===== src/hw/rtl/assert_macros.svh =====
// Assertion helpers shared by the RTL. Each use expects clk and rst in scope.
`ifndef ASSERT_MACROS_SVH
`define ASSERT_MACROS_SVH

// Checked on every edge outside reset.
`define CPG_ASSERT(lbl, prop, msg) \
  lbl: assert property (@(posedge clk) disable iff (rst) prop) else $error(msg);

// Checked on every edge, reset included.
`define CPG_ASSERT_ALWAYS(lbl, prop, msg) \
  lbl: assert property (@(posedge clk) prop) else $error(msg);

`endif


===== src/hw/rtl/cpg_pkg.sv =====
package cpg_pkg;

  localparam int COORD_BITS  = 10;
  localparam int RADIUS_W    = 9;
  localparam int OFFX_W      = RADIUS_W + 1;
  localparam int OFFY_W      = RADIUS_W + 2;
  localparam int DEC_W       = 14;
  localparam int POINT_W     = 12;
  localparam int CALC_W0     = (COORD_BITS + 2 > POINT_W) ? COORD_BITS + 2 : POINT_W;
  localparam int CALC_W      = (CALC_W0 > OFFY_W + 1) ? CALC_W0 : OFFY_W + 1;
  localparam int NPOINTS     = 8;
  localparam int IDX_W       = $clog2(NPOINTS);
  localparam int QUEUE_DEPTH = 2;
  localparam int PTR_W       = (QUEUE_DEPTH > 1) ? $clog2(QUEUE_DEPTH) : 1;
  localparam int CNT_W       = $clog2(QUEUE_DEPTH + 1);

  typedef enum logic {
    CMD_START = 1'b0,
    CMD_STEP  = 1'b1
  } cmd_t;

  // One octant position with its centre, handed from the front to the back.
  typedef struct packed {
    logic [COORD_BITS-1:0]    cx;
    logic [COORD_BITS-1:0]    cy;
    logic [OFFX_W-1:0]        ox;
    logic signed [OFFY_W-1:0] oy;
    logic                     done;
  } job_t;

endpackage


===== src/hw/rtl/circle_point_generator.sv =====
// Midpoint circle rasteriser with eight-way symmetry. A start beat
// (command 0) loads the centre and radius and yields the eight mirrored
// points of (0, radius); each step beat (command 1) advances the octant
// walk by one position and yields its eight points, the run's eighth point
// carrying last. The step that takes y below x marks every point of its run
// with done_res, and further steps yield nothing until the next start. A
// start always abandons any circle in progress. The front end takes one
// input beat per cycle, updating the walk state and placing the new position
// in a two-entry queue; the back end turns each queued position into eight
// output beats, one per cycle, so a stream of steps is paced by the
// single output port. A step that arrives when no circle is
// active is taken and dropped. The input stalls only while the queue is
// full, and the output register takes a new point in the same cycle as the
// one it holds is taken, so points leave at one per cycle when the receiver
// keeps up. Coordinates wrap to 12-bit two's complement.
module circle_point_generator (
  input  logic                               clk,
  input  logic                               rst,
  input  logic                               in_valid,
  output logic                               in_stall,
  input  logic                               command,
  input  logic [cpg_pkg::COORD_BITS-1:0]     center_x,
  input  logic [cpg_pkg::COORD_BITS-1:0]     center_y,
  input  logic [cpg_pkg::RADIUS_W-1:0]       radius,
  output logic                               out_valid,
  input  logic                               out_stall,
  output logic signed [cpg_pkg::POINT_W-1:0] point_x,
  output logic signed [cpg_pkg::POINT_W-1:0] point_y,
  output logic                               last,
  output logic                               done_res
);
  import cpg_pkg::*;

  logic queue_full;
  logic push;
  job_t push_job;
  logic pop;
  logic head_valid;
  job_t head_job;

  // The input is held off only when the queue has no room.
  assign in_stall = queue_full;

  cpg_front u_front (
    .clk        (clk),
    .rst        (rst),
    .in_valid   (in_valid),
    .command    (command),
    .center_x   (center_x),
    .center_y   (center_y),
    .radius     (radius),
    .queue_full (queue_full),
    .push       (push),
    .push_job   (push_job)
  );

  cpg_fifo u_fifo (
    .clk        (clk),
    .rst        (rst),
    .push       (push),
    .push_job   (push_job),
    .full       (queue_full),
    .pop        (pop),
    .head_valid (head_valid),
    .head_job   (head_job)
  );

  cpg_back u_back (
    .clk        (clk),
    .rst        (rst),
    .head_valid (head_valid),
    .head_job   (head_job),
    .pop        (pop),
    .out_valid  (out_valid),
    .out_stall  (out_stall),
    .point_x    (point_x),
    .point_y    (point_y),
    .last       (last),
    .done_res   (done_res)
  );

endmodule


===== src/hw/rtl/cpg_fifo.sv =====
`include "assert_macros.svh"

module cpg_fifo (
  input  logic          clk,
  input  logic          rst,
  input  logic          push,
  input  cpg_pkg::job_t push_job,
  output logic          full,
  input  logic          pop,
  output logic          head_valid,
  output cpg_pkg::job_t head_job
);
  import cpg_pkg::*;

  job_t             entry [QUEUE_DEPTH];
  logic [PTR_W-1:0] wr_ptr;
  logic [PTR_W-1:0] rd_ptr;
  logic [CNT_W-1:0] count;

  assign full       = (count == CNT_W'(QUEUE_DEPTH));
  assign head_valid = (count != '0);
  assign head_job   = entry[rd_ptr];

  always_ff @(posedge clk) begin
    if (push) begin
      entry[wr_ptr] <= push_job;
    end
  end

  always_ff @(posedge clk) begin
    if (rst) begin
      wr_ptr <= '0;
      rd_ptr <= '0;
      count  <= '0;
    end else begin
      if (push) begin
        wr_ptr <= (wr_ptr == PTR_W'(QUEUE_DEPTH - 1)) ? '0 : wr_ptr + 1'b1;
      end
      if (pop) begin
        rd_ptr <= (rd_ptr == PTR_W'(QUEUE_DEPTH - 1)) ? '0 : rd_ptr + 1'b1;
      end
      if (push && !pop) begin
        count <= count + 1'b1;
      end else if (pop && !push) begin
        count <= count - 1'b1;
      end
    end
  end

  `CPG_ASSERT(a_no_overflow, push |-> (!full || pop), "push into a full queue")
  `CPG_ASSERT(a_no_underflow, pop |-> head_valid, "pop from an empty queue")
  `CPG_ASSERT_ALWAYS(a_reset_empty, rst |=> !head_valid, "queue not empty after reset")

endmodule


===== src/hw/rtl/cpg_front.sv =====
`include "assert_macros.svh"

module cpg_front (
  input  logic                            clk,
  input  logic                            rst,
  input  logic                            in_valid,
  input  logic                            command,
  input  logic [cpg_pkg::COORD_BITS-1:0]  center_x,
  input  logic [cpg_pkg::COORD_BITS-1:0]  center_y,
  input  logic [cpg_pkg::RADIUS_W-1:0]    radius,
  input  logic                            queue_full,
  output logic                            push,
  output cpg_pkg::job_t                   push_job
);
  import cpg_pkg::*;

  logic [COORD_BITS-1:0]    center_x_reg;
  logic [COORD_BITS-1:0]    center_y_reg;
  logic [OFFX_W-1:0]        offset_x;
  logic signed [OFFY_W-1:0] offset_y;
  logic [DEC_W-1:0]         decision;
  logic                     active;

  logic                     accept;
  logic                     is_start;
  logic [DEC_W-1:0]         dx;
  logic [DEC_W-1:0]         dy;
  logic [DEC_W-1:0]         dec_step;
  logic [DEC_W-1:0]         dec_start;
  logic [OFFX_W-1:0]        x_step;
  logic signed [OFFY_W-1:0] y_step;
  logic signed [OFFY_W-1:0] x_step_s;
  logic                     finished;

  assign accept   = in_valid && !queue_full;
  assign is_start = (command == CMD_START);

  always_comb begin
    dx        = DEC_W'(signed'({1'b0, offset_x}));
    dy        = DEC_W'(offset_y);
    dec_start = DEC_W'(3) - (DEC_W'(radius) << 1);
    x_step    = offset_x + 1'b1;
    // A negative decision keeps y; otherwise the step also moves y inwards.
    if (decision[DEC_W-1]) begin
      dec_step = decision + (dx << 2) + DEC_W'(6);
      y_step   = offset_y;
    end else begin
      dec_step = decision + ((dx - dy) << 2) + DEC_W'(10);
      y_step   = offset_y - OFFY_W'(1);
    end
    x_step_s = OFFY_W'(signed'({1'b0, x_step}));
    finished = (y_step < x_step_s);
  end

  always_comb begin
    push = accept && (is_start || active);
    if (is_start) begin
      push_job.cx   = center_x;
      push_job.cy   = center_y;
      push_job.ox   = '0;
      push_job.oy   = signed'(OFFY_W'(radius));
      push_job.done = 1'b0;
    end else begin
      push_job.cx   = center_x_reg;
      push_job.cy   = center_y_reg;
      push_job.ox   = x_step;
      push_job.oy   = y_step;
      push_job.done = finished;
    end
  end

  always_ff @(posedge clk) begin
    if (rst) begin
      center_x_reg <= '0;
      center_y_reg <= '0;
      offset_x     <= '0;
      offset_y     <= '0;
      decision     <= '0;
      active       <= 1'b0;
    end else if (accept) begin
      if (is_start) begin
        center_x_reg <= center_x;
        center_y_reg <= center_y;
        offset_x     <= '0;
        offset_y     <= signed'(OFFY_W'(radius));
        decision     <= dec_start;
        active       <= 1'b1;
      end else if (active) begin
        offset_x <= x_step;
        offset_y <= y_step;
        decision <= dec_step;
        active   <= !finished;
      end
    end
  end

  `CPG_ASSERT(a_done_ends, (push && push_job.done) |=> !active,
              "circle still active after its final step")

endmodule


===== src/hw/rtl/cpg_back.sv =====
`include "assert_macros.svh"

module cpg_back (
  input  logic                               clk,
  input  logic                               rst,
  input  logic                               head_valid,
  input  cpg_pkg::job_t                      head_job,
  output logic                               pop,
  output logic                               out_valid,
  input  logic                               out_stall,
  output logic signed [cpg_pkg::POINT_W-1:0] point_x,
  output logic signed [cpg_pkg::POINT_W-1:0] point_y,
  output logic                               last,
  output logic                               done_res
);
  import cpg_pkg::*;

  logic [IDX_W-1:0]  idx;
  logic              out_load;
  logic              emit;
  logic              is_last;
  logic [CALC_W-1:0] h;
  logic [CALC_W-1:0] k;
  logic [CALC_W-1:0] xe;
  logic [CALC_W-1:0] ye;
  logic [CALC_W-1:0] a;
  logic [CALC_W-1:0] b;
  logic              neg_a;
  logic              neg_b;
  logic [CALC_W-1:0] px;
  logic [CALC_W-1:0] py;

  assign out_load = !out_valid || !out_stall;
  assign emit     = out_load && head_valid;
  assign is_last  = (idx == IDX_W'(NPOINTS - 1));
  assign pop      = emit && is_last;

  always_comb begin
    h  = CALC_W'(head_job.cx);
    k  = CALC_W'(head_job.cy);
    xe = CALC_W'(head_job.ox);
    ye = CALC_W'(signed'(head_job.oy));
    // The second half of the run mirrors across the diagonal.
    a  = idx[IDX_W-1] ? ye : xe;
    b  = idx[IDX_W-1] ? xe : ye;
    unique case (idx)
      3'd0:    begin neg_a = 1'b0; neg_b = 1'b0; end
      3'd1:    begin neg_a = 1'b0; neg_b = 1'b1; end
      3'd2:    begin neg_a = 1'b1; neg_b = 1'b1; end
      3'd3:    begin neg_a = 1'b1; neg_b = 1'b0; end
      3'd4:    begin neg_a = 1'b0; neg_b = 1'b0; end
      3'd5:    begin neg_a = 1'b1; neg_b = 1'b0; end
      3'd6:    begin neg_a = 1'b1; neg_b = 1'b1; end
      default: begin neg_a = 1'b0; neg_b = 1'b1; end
    endcase
    px = neg_a ? h - a : h + a;
    py = neg_b ? k - b : k + b;
  end

  always_ff @(posedge clk) begin
    if (rst) begin
      idx       <= '0;
      out_valid <= 1'b0;
    end else if (out_load) begin
      out_valid <= head_valid;
      if (head_valid) begin
        idx <= is_last ? '0 : idx + 1'b1;
      end
    end
  end

  always_ff @(posedge clk) begin
    if (emit) begin
      point_x  <= signed'(px[POINT_W-1:0]);
      point_y  <= signed'(py[POINT_W-1:0]);
      last     <= is_last;
      done_res <= head_job.done;
    end
  end

  `CPG_ASSERT(a_hold_head, (idx != '0) |-> head_valid, "run lost its queue entry midway")

endmodule


===== config.mk =====
export PLATFORM = sky130hd
export DESIGN_NAME = circle_point_generator
export DESIGN_NICKNAME = d
export VERILOG_FILES = /design/src/hw/rtl/cpg_pkg.sv /design/src/hw/rtl/circle_point_generator.sv /design/src/hw/rtl/cpg_fifo.sv /design/src/hw/rtl/cpg_front.sv /design/src/hw/rtl/cpg_back.sv
export VERILOG_INCLUDE_DIRS = /design/src /design/src/hw/rtl
export SDC_FILE = /design/constraint.sdc
export NUM_CORES = 1
export LEC_CHECK = 0
export BUFFER_PORTS_ARGS = -buffer_cell sky130_fd_sc_hd__buf_2
export CAP_MARGIN = 30
export CORE_UTILIZATION = 45
export CTS_CLUSTER_SIZE = 25
export DETAILED_ROUTE_END_ITERATION = 16
export SYNTH_ARGS = -nofsm -noshare
export SYNTH_HDL_FRONTEND = slang
export SYNTH_SLANG_ARGS = --single-unit

===== constraint.sdc =====
create_clock -name clk -period 3.6 [get_ports clk]
set_input_delay 0.72 -clock clk [delete_from_list [all_inputs] [get_ports clk]]
set_output_delay 0.72 -clock clk [all_outputs]
set_load 0.05 [all_outputs]

Yosys cells after proc, flatten, opt, wreduce, memory -nomap -nowiden
Memories as Yosys holds them, arrays and structs flattened. A register that Yosys moved wholly into a read port is not among the register bits.
Cells that the tools add are included.
{ "totals": {"regBits": 90, "ram_bits": 84, "input_bits": 34, "out_inout_bits": 28, "elab_cells": 90, "memories": 1} }
{ "classes": {"n_addsub": 17, "n_lt_le_gt_ge": 1, "n_eq_ne": 8, "n_mux": 25, "bitwise": 1, "reduce_logical": 22} }
{ "memory_table": {"columns": ["name", "words", "width", "read_ports", "rd_ports_with_merged_regs", "wr", "line_no", "text"], "rows": [
  ["u_fifo.entry", 2, 42, 1, 1, 1, "cpg_fifo.sv:15", "job_t entry [QUEUE_DEPTH];"]
]} }
{ "ops": {"columns": ["operator", "count"], "rows": [
  ["two-way mux 12 bit", 4],
  ["two-way mux 14 bit", 3],
  ["two-way mux 42 bit", 1],
  ["two-way mux 11 bit", 3],
  ["adder 10 x 12 -> 12 bit", 2],
  ["subtractor 10 x 12 -> 12 bit", 2],
  ["two-way mux 10 bit", 2],
  ["adder 14 x 12 -> 14 bit", 1],
  ["adder 14 bit", 1],
  ["adder 14 x 3 -> 14 bit (second input constant)", 1],
  ["adder 14 x 4 -> 14 bit (second input constant)", 1],
  ["equality test 3 bit (second input constant)", 4],
  ["subtractor 11 x 11 -> 12 bit", 1],
  ["< comparator 11 bit", 1],
  ["subtractor 11 x 2 -> 11 bit (second input constant)", 1],
  ["subtractor 2 x 10 -> 11 bit (first input constant)", 1],
  ["adder 10 x 1 -> 10 bit (second input constant)", 1],
  ["two-way mux 1 bit", 9],
  ["OR reduction 4 bit", 2],
  ["equality test 3 x 2 -> 1 bit (second input constant)", 2],
  ["logical AND 1 bit", 6],
  ["logical NOT 1 bit", 6],
  ["AND reduction 2 bit", 3],
  ["two-way mux 2 bit", 2],
  ["11 further kinds", 14]
]} }

Depth between registers and ports, before layout
{ "logic_depth": {"ltp_word": 8, "depth_mapped": 18, "ltp_nobuf": 18} }

Cells and area by module
From an unflattened synthesis, not the netlist that was laid out.
{ "unflattened": {"cells_unflattened": 1066, "hier_area_um2": 10880.4} }
{ "by_module_without_submodules": {"columns": ["mod", "n_inst", "cells_each", "area_per_inst_um2", "seq_area_each_um2"], "rows": [
  ["cpg_front", 1, 621, 4854.7, 1101.1],
  ["cpg_fifo", 1, 153, 3240.6, 2622.5],
  ["cpg_back", 1, 292, 2785.2, 860.8]
]} }

Worst setup path after synthesis
OpenSTA, ideal clock, no wires.
{ "synth_timing": {"path_type": "reg2reg", "from": "register (tool-made name)", "to": "register u_back.point_y[10] (netlist bit), data pin", "setup_ps": 271, "arrival_time_ps": 3457, "required_ps": 3329, "slack_ps": -128, "stages_incl_launch_ff": 17, "path_buffers": 3, "synth_period_minus_slack_ps": 3728, "path_cell_list": "dfxtp_1 -> buf_6 -> buf_6 -> buf_6 -> mux4_2 -> inv_1 -> ha_1 -> nand2_1 -> o21ai_0 -> fa_1 -> a21o_1 -> a21o_1 -> a21o_1 -> a21oi_1 -> o21ai_0 -> a221oi_1 -> xor2_1"} }
{ "synth_lines": {"columns": ["element", "line_no", "text"], "rows": [
  ["end signal, assigned", "cpg_back.sv:75", "point_y <= signed'(py[POINT_W-1:0]);"],
  ["end, declared", "cpg_back.sv:12", "output logic signed [cpg_pkg::POINT_W-1:0] point_y,"]
]} }

Worst setup path in the final report
{ "layout_timing": {"from": "register u_front.offset_x[0]", "to": "register u_front.decision[10]"} }
{ "layout_via": {"elab_chain_len": 6, "elab_cells_between_ends": 8, "cone_classes": "add/sub: 5; mux: 3"} }
{ "layout_lines": {"columns": ["element", "line_no", "text"], "rows": [
  ["start, declared", "cpg_front.sv:19", "logic [OFFX_W-1:0] offset_x;"],
  ["start signal, assigned", "cpg_front.sv:89", "offset_x <= x_step;"],
  ["subtractor 11 x 11 -> 12 bit", "cpg_front.sv:48", "dec_step = decision + ((dx - dy) << 2) + DEC_W'(10);"],
  ["adder 14 bit", "cpg_front.sv:48", null],
  ["adder 14 x 4 -> 14 bit", "cpg_front.sv:48", null],
  ["two-way mux 14 bit (*)", "cpg_front.sv:44", "if (decision[DEC_W-1]) begin"],
  ["two-way mux 14 bit (*)", "cpg_front.sv:88", "end else if (active) begin"],
  ["two-way mux 14 bit (*)", "cpg_front.sv:81", "if (is_start) begin"],
  ["end signal, assigned", "cpg_front.sv:86", "decision <= dec_start;"],
  ["end signal, assigned", "cpg_front.sv:91", "decision <= dec_step;"],
  ["end, declared", "cpg_front.sv:21", "logic [DEC_W-1:0] decision;"]
]} }
Every way passes the cells marked *; elsewhere a longest branch is shown, timed or not. The select of a mux whose other input is x is not followed.
A chain may end at the register's enable or synchronous reset.

==> out/results.tsv <==
stage	metric	value	unit
clock_tree	cts.sinks	174	
worst_setup_path	crit_path_start_kind	register	
die	io_pins	62	
worst_setup_path	timing.critical_path.max_delay_family	adder cells	
worst_setup_path	cp_max_fo	2	
sta	setup-violations-final	0	
die	core	22900	µm²
sta	skew	0.0163	ns
logic_synthesis	netlist_top_cells_area	edfxtp_1 31%, dfxtp_1 12%, ha_1 11%, mux2_2 4.9%, xnor2_1 4.5%	
run	drv_cap	0	
placed_design	pre_cts_ws	-0.0287	ns
route	ant_nets	0	
worst_setup_path	cpMostUsedCell	inv_1	
min_path	hold_start	u_front.center_x_reg[7]	
logic_synthesis	synth_largest_area_cell	edfxtp_1	
clock_tree	cts_root_buf	clkbuf_16	
route	drcViolationCount	0	
global_route	antenna_found_initial	0	
global_route	overflow	0	
sta	rsz0062_at_grt	true	
worst_setup_path	end_kind	register	
worst_setup_path	cp.buffers_inverters	5	
clock_tree	insertion_delay	0.43	ns
global_route	grt_max_degree	75	
clock_tree	cts_max_level	4	
power	cellLeakagePower	4.85	nW
power	seqPwrFrac	34.1	%
cells_and_area	drive_gt1_share	21.1	%
power	p_per_area	625	nW/µm²
logic_synthesis	avgSynthCellArea	10.5	µm²
cells_and_area	multi_input_area	5830	µm²
cells_and_area	antenna_cells	0	
logic_synthesis	synth_edf_count	110	
power	finalPower	7.66	mW
clock_tree	clockBufferDepth	2	
worst_setup_path	crit_slowest_cell	fa_2	
placed_design	post-dp-hpwl	17200	µm
die	rows	55	
sta	fmax	291	MHz
worst_setup_path	path_class	register to register	
cells_and_area	fill_cells	2076	
die	fp.dieW	156	µm
route	drt-total-wl	23300	µm
worst_setup_path	critPathMaxStageDelay	0.51	ns
route	vias_per_cell	5.34	
route	post_drt_wl_per_cell	16.3	µm
global_route	grt_usage	20.1	%
min_path	min_path_type	register to register	
sta	hold_viol	0	
sta	fin_crit	3.44	ns
logic_synthesis	ys_types	64	
sta	worst_slack	0.163	ns
logic_synthesis	syn_nets	1149	
cells_and_area	nets	1237	
global_route	grt_pass1_wl	37500	µm
route	num_vias	7641	
sta	finalCritPeriodShare	95.5	%
worst_setup_path	r2r-start	u_front.offset_x[0]	
run_status	status	completed	
route	drt_iter0_drc	369	
logic_synthesis	yosysTopAreaCellShare	31.0	%
placed_design	port_buffers	61	
cells_and_area	syn_to_final_growth	15.0	%
logic_synthesis	syn_area	10700	µm²
cells_and_area	largest_reg_flops	84	
worst_setup_path	arrival	3.75	ns
die	initial_core_util	46.5	%
worst_setup_path	startpoint	u_front.offset_x[0]	
logic_synthesis	yosys_warnings	0	
cells_and_area	final-seq-area	4590	µm²
clock_tree	post-cts-setup-buffer-count	0	
worst_setup_path	cp_cell_sequence	inv_1, ha_1, inv_1, fa_2, inv_1, ha_1, inv_1, fa_2, a21o_1, a211oi_2, nor2_2, o41ai_2, buf_4, xor2_1, a21o_1, a21oi_1	
clock_tree	clkTransAtPathRegs	0.07	ns
die	die_y	156	µm
logic_synthesis	yosysMostFrequentCell	edfxtp_1	
power	p_int	4.81	mW
power	switching_share	37.2	%
worst_setup_path	cp.required	3.92	ns
logic_synthesis	seq_area_frac_synth	43.0	%
cells_and_area	top_regs	u_fifo.entry (84), u_front.decision (13)	
logic_synthesis	ys_async_sr_fraction	0	%
power	clkPwrFrac	24.2	%
logic_synthesis	synthCells	1016	
power	p_comb_share	41.7	%
sta	maxSlewHeadroom	43.0	%
clock_tree	cts_tree	built	
route	first_pass_iters	5	
clock_tree	cts-hold-fix-buffers	0	
die	dieArea	24300	µm²
global_route	grt_pass1_vias	7369	
power	ir_worst_vdd	0.323	mV
power	p_switching	2.85	mW
logic_synthesis	synth_commonest_cells	110 x edfxtp_1, 108 x nand2_1, 94 x ha_1, 92 x a21oi_1, 66 x nor2_1	
cells_and_area	top_register	u_fifo.entry	
sta	slew_violations	0	
clock_tree	cts_buffers	17	
placed_design	gp_congestion	0.831	
logic_synthesis	synth_seq_cells	174	
sta	worst_pin_slew	0.855	ns
logic_synthesis	synthFlopType	edfxtp_1	
metal layers:
layer	GRT usage [%]	wire [µm]
met4	6.40	430
met3	2.83	567
met5	0	0
met1	26.0	11100
met2	34.5	11200
area by class of cell:
cell class | count | area share, %
timing repair buffer | 106 | 5.28
multi-input combinational | 751 | 47.6
clock inverter | 15 | 1.38
clock buffer | 17 | 3.47
tap | 313 | 3.19
inverter | 54 | 1.65
sequential | 174 | 37.4
timing repair:
| action | CTS | global route |
|---|---|---|
| hold endpoints to repair | 0 | 0 |
| setup endpoints to repair | 2 | 11 |
| gates resized for setup | 2 | 20 |
| pin swaps | 0 | 7 |
| gates cloned | 0 | 0 |
worst paths after layout:
kind / to / slack (ns) / depth (start not counted)
hold / removal: u_front.center_x_reg[7] / 0.45 / 2
setup / recovery: u_front.decision[10] / 0.16 / 16
hold reg to reg: u_front.center_x_reg[7] / 0.45 / 2
setup reg to reg: u_front.decision[10] / 0.16 / 16
worst min-delay path, stage by stage (launching register included):
cell     delay, ns
dfxtp_1       0.31
nand2_1       0.05
a21oi_1       0.05
cell families after synthesis:
logic type,count (synthesis),share of synthesized area [%]
compound gates,215,12.2
flops,174,43.0
xor+xnor,85,7.05
buf+inv,91,3.44
mux,77,10.1
fa+ha+maj,99,12.0
simple gates,275,12.2
metrics by stage:
| stage | cells | hold WS [ns] | TNS (ns) | util (%) | instance area, µm² |
|---|---|---|---|---|---|
| 4_1_cts | 1430 | 0.456 | 0 | 53.1 | 12200 |
| 6_report | 1430 | 0.454 | 0 | 53.5 | 12300 |
| 2_1_floorplan | 1016 | 0.433 | 0 | - | 10700 |
| 3_5_place_dp | 1398 | 0.447 | -0.0287 | 50.5 | 11600 |
| 3_3_place_gp | 1398 | 0.439 | 0 | 50.5 | 11600 |
| 5_1_grt | 1430 | 0.465 | -0.0749 | 53.5 | 12300 |
cells in the final DEF, fill, tap and decap left out, types with 7 or more instances in the layout:
master / instances
mux4_2: 20
xnor2_1: 55
nand2_1: 108
nand2b_1: 11
o21a_1: 10
a21oi_1: 88
ha_1: 91
a211oi_1: 8
inv_1: 54
mux2i_1: 11
dfxtp_1: 62
buf_2: 61
a31oi_1: 8
mux2_2: 46
nor3_1: 17
nor2_1: 63
clkbuf_16: 17
xor2_1: 29
nor2b_1: 19
and2_1: 7
nand3_1: 14
a21o_1: 20
o21ai_0: 34
edfxtp_1: 110
buf_4: 44
power groups by stage:
stage	sequential [mW]	combinational (mW)	clock (mW)
6_report	2.61	3.20	1.85
5_1_grt	2.64	3.54	1.98
4_1_cts	2.61	3.14	1.90
3_5_place_dp	2.65	3.12	0
3_3_place_gp	2.65	3.09	0
2_1_floorplan	3.01	2.02	0
(Power assumes the default switching activity.)
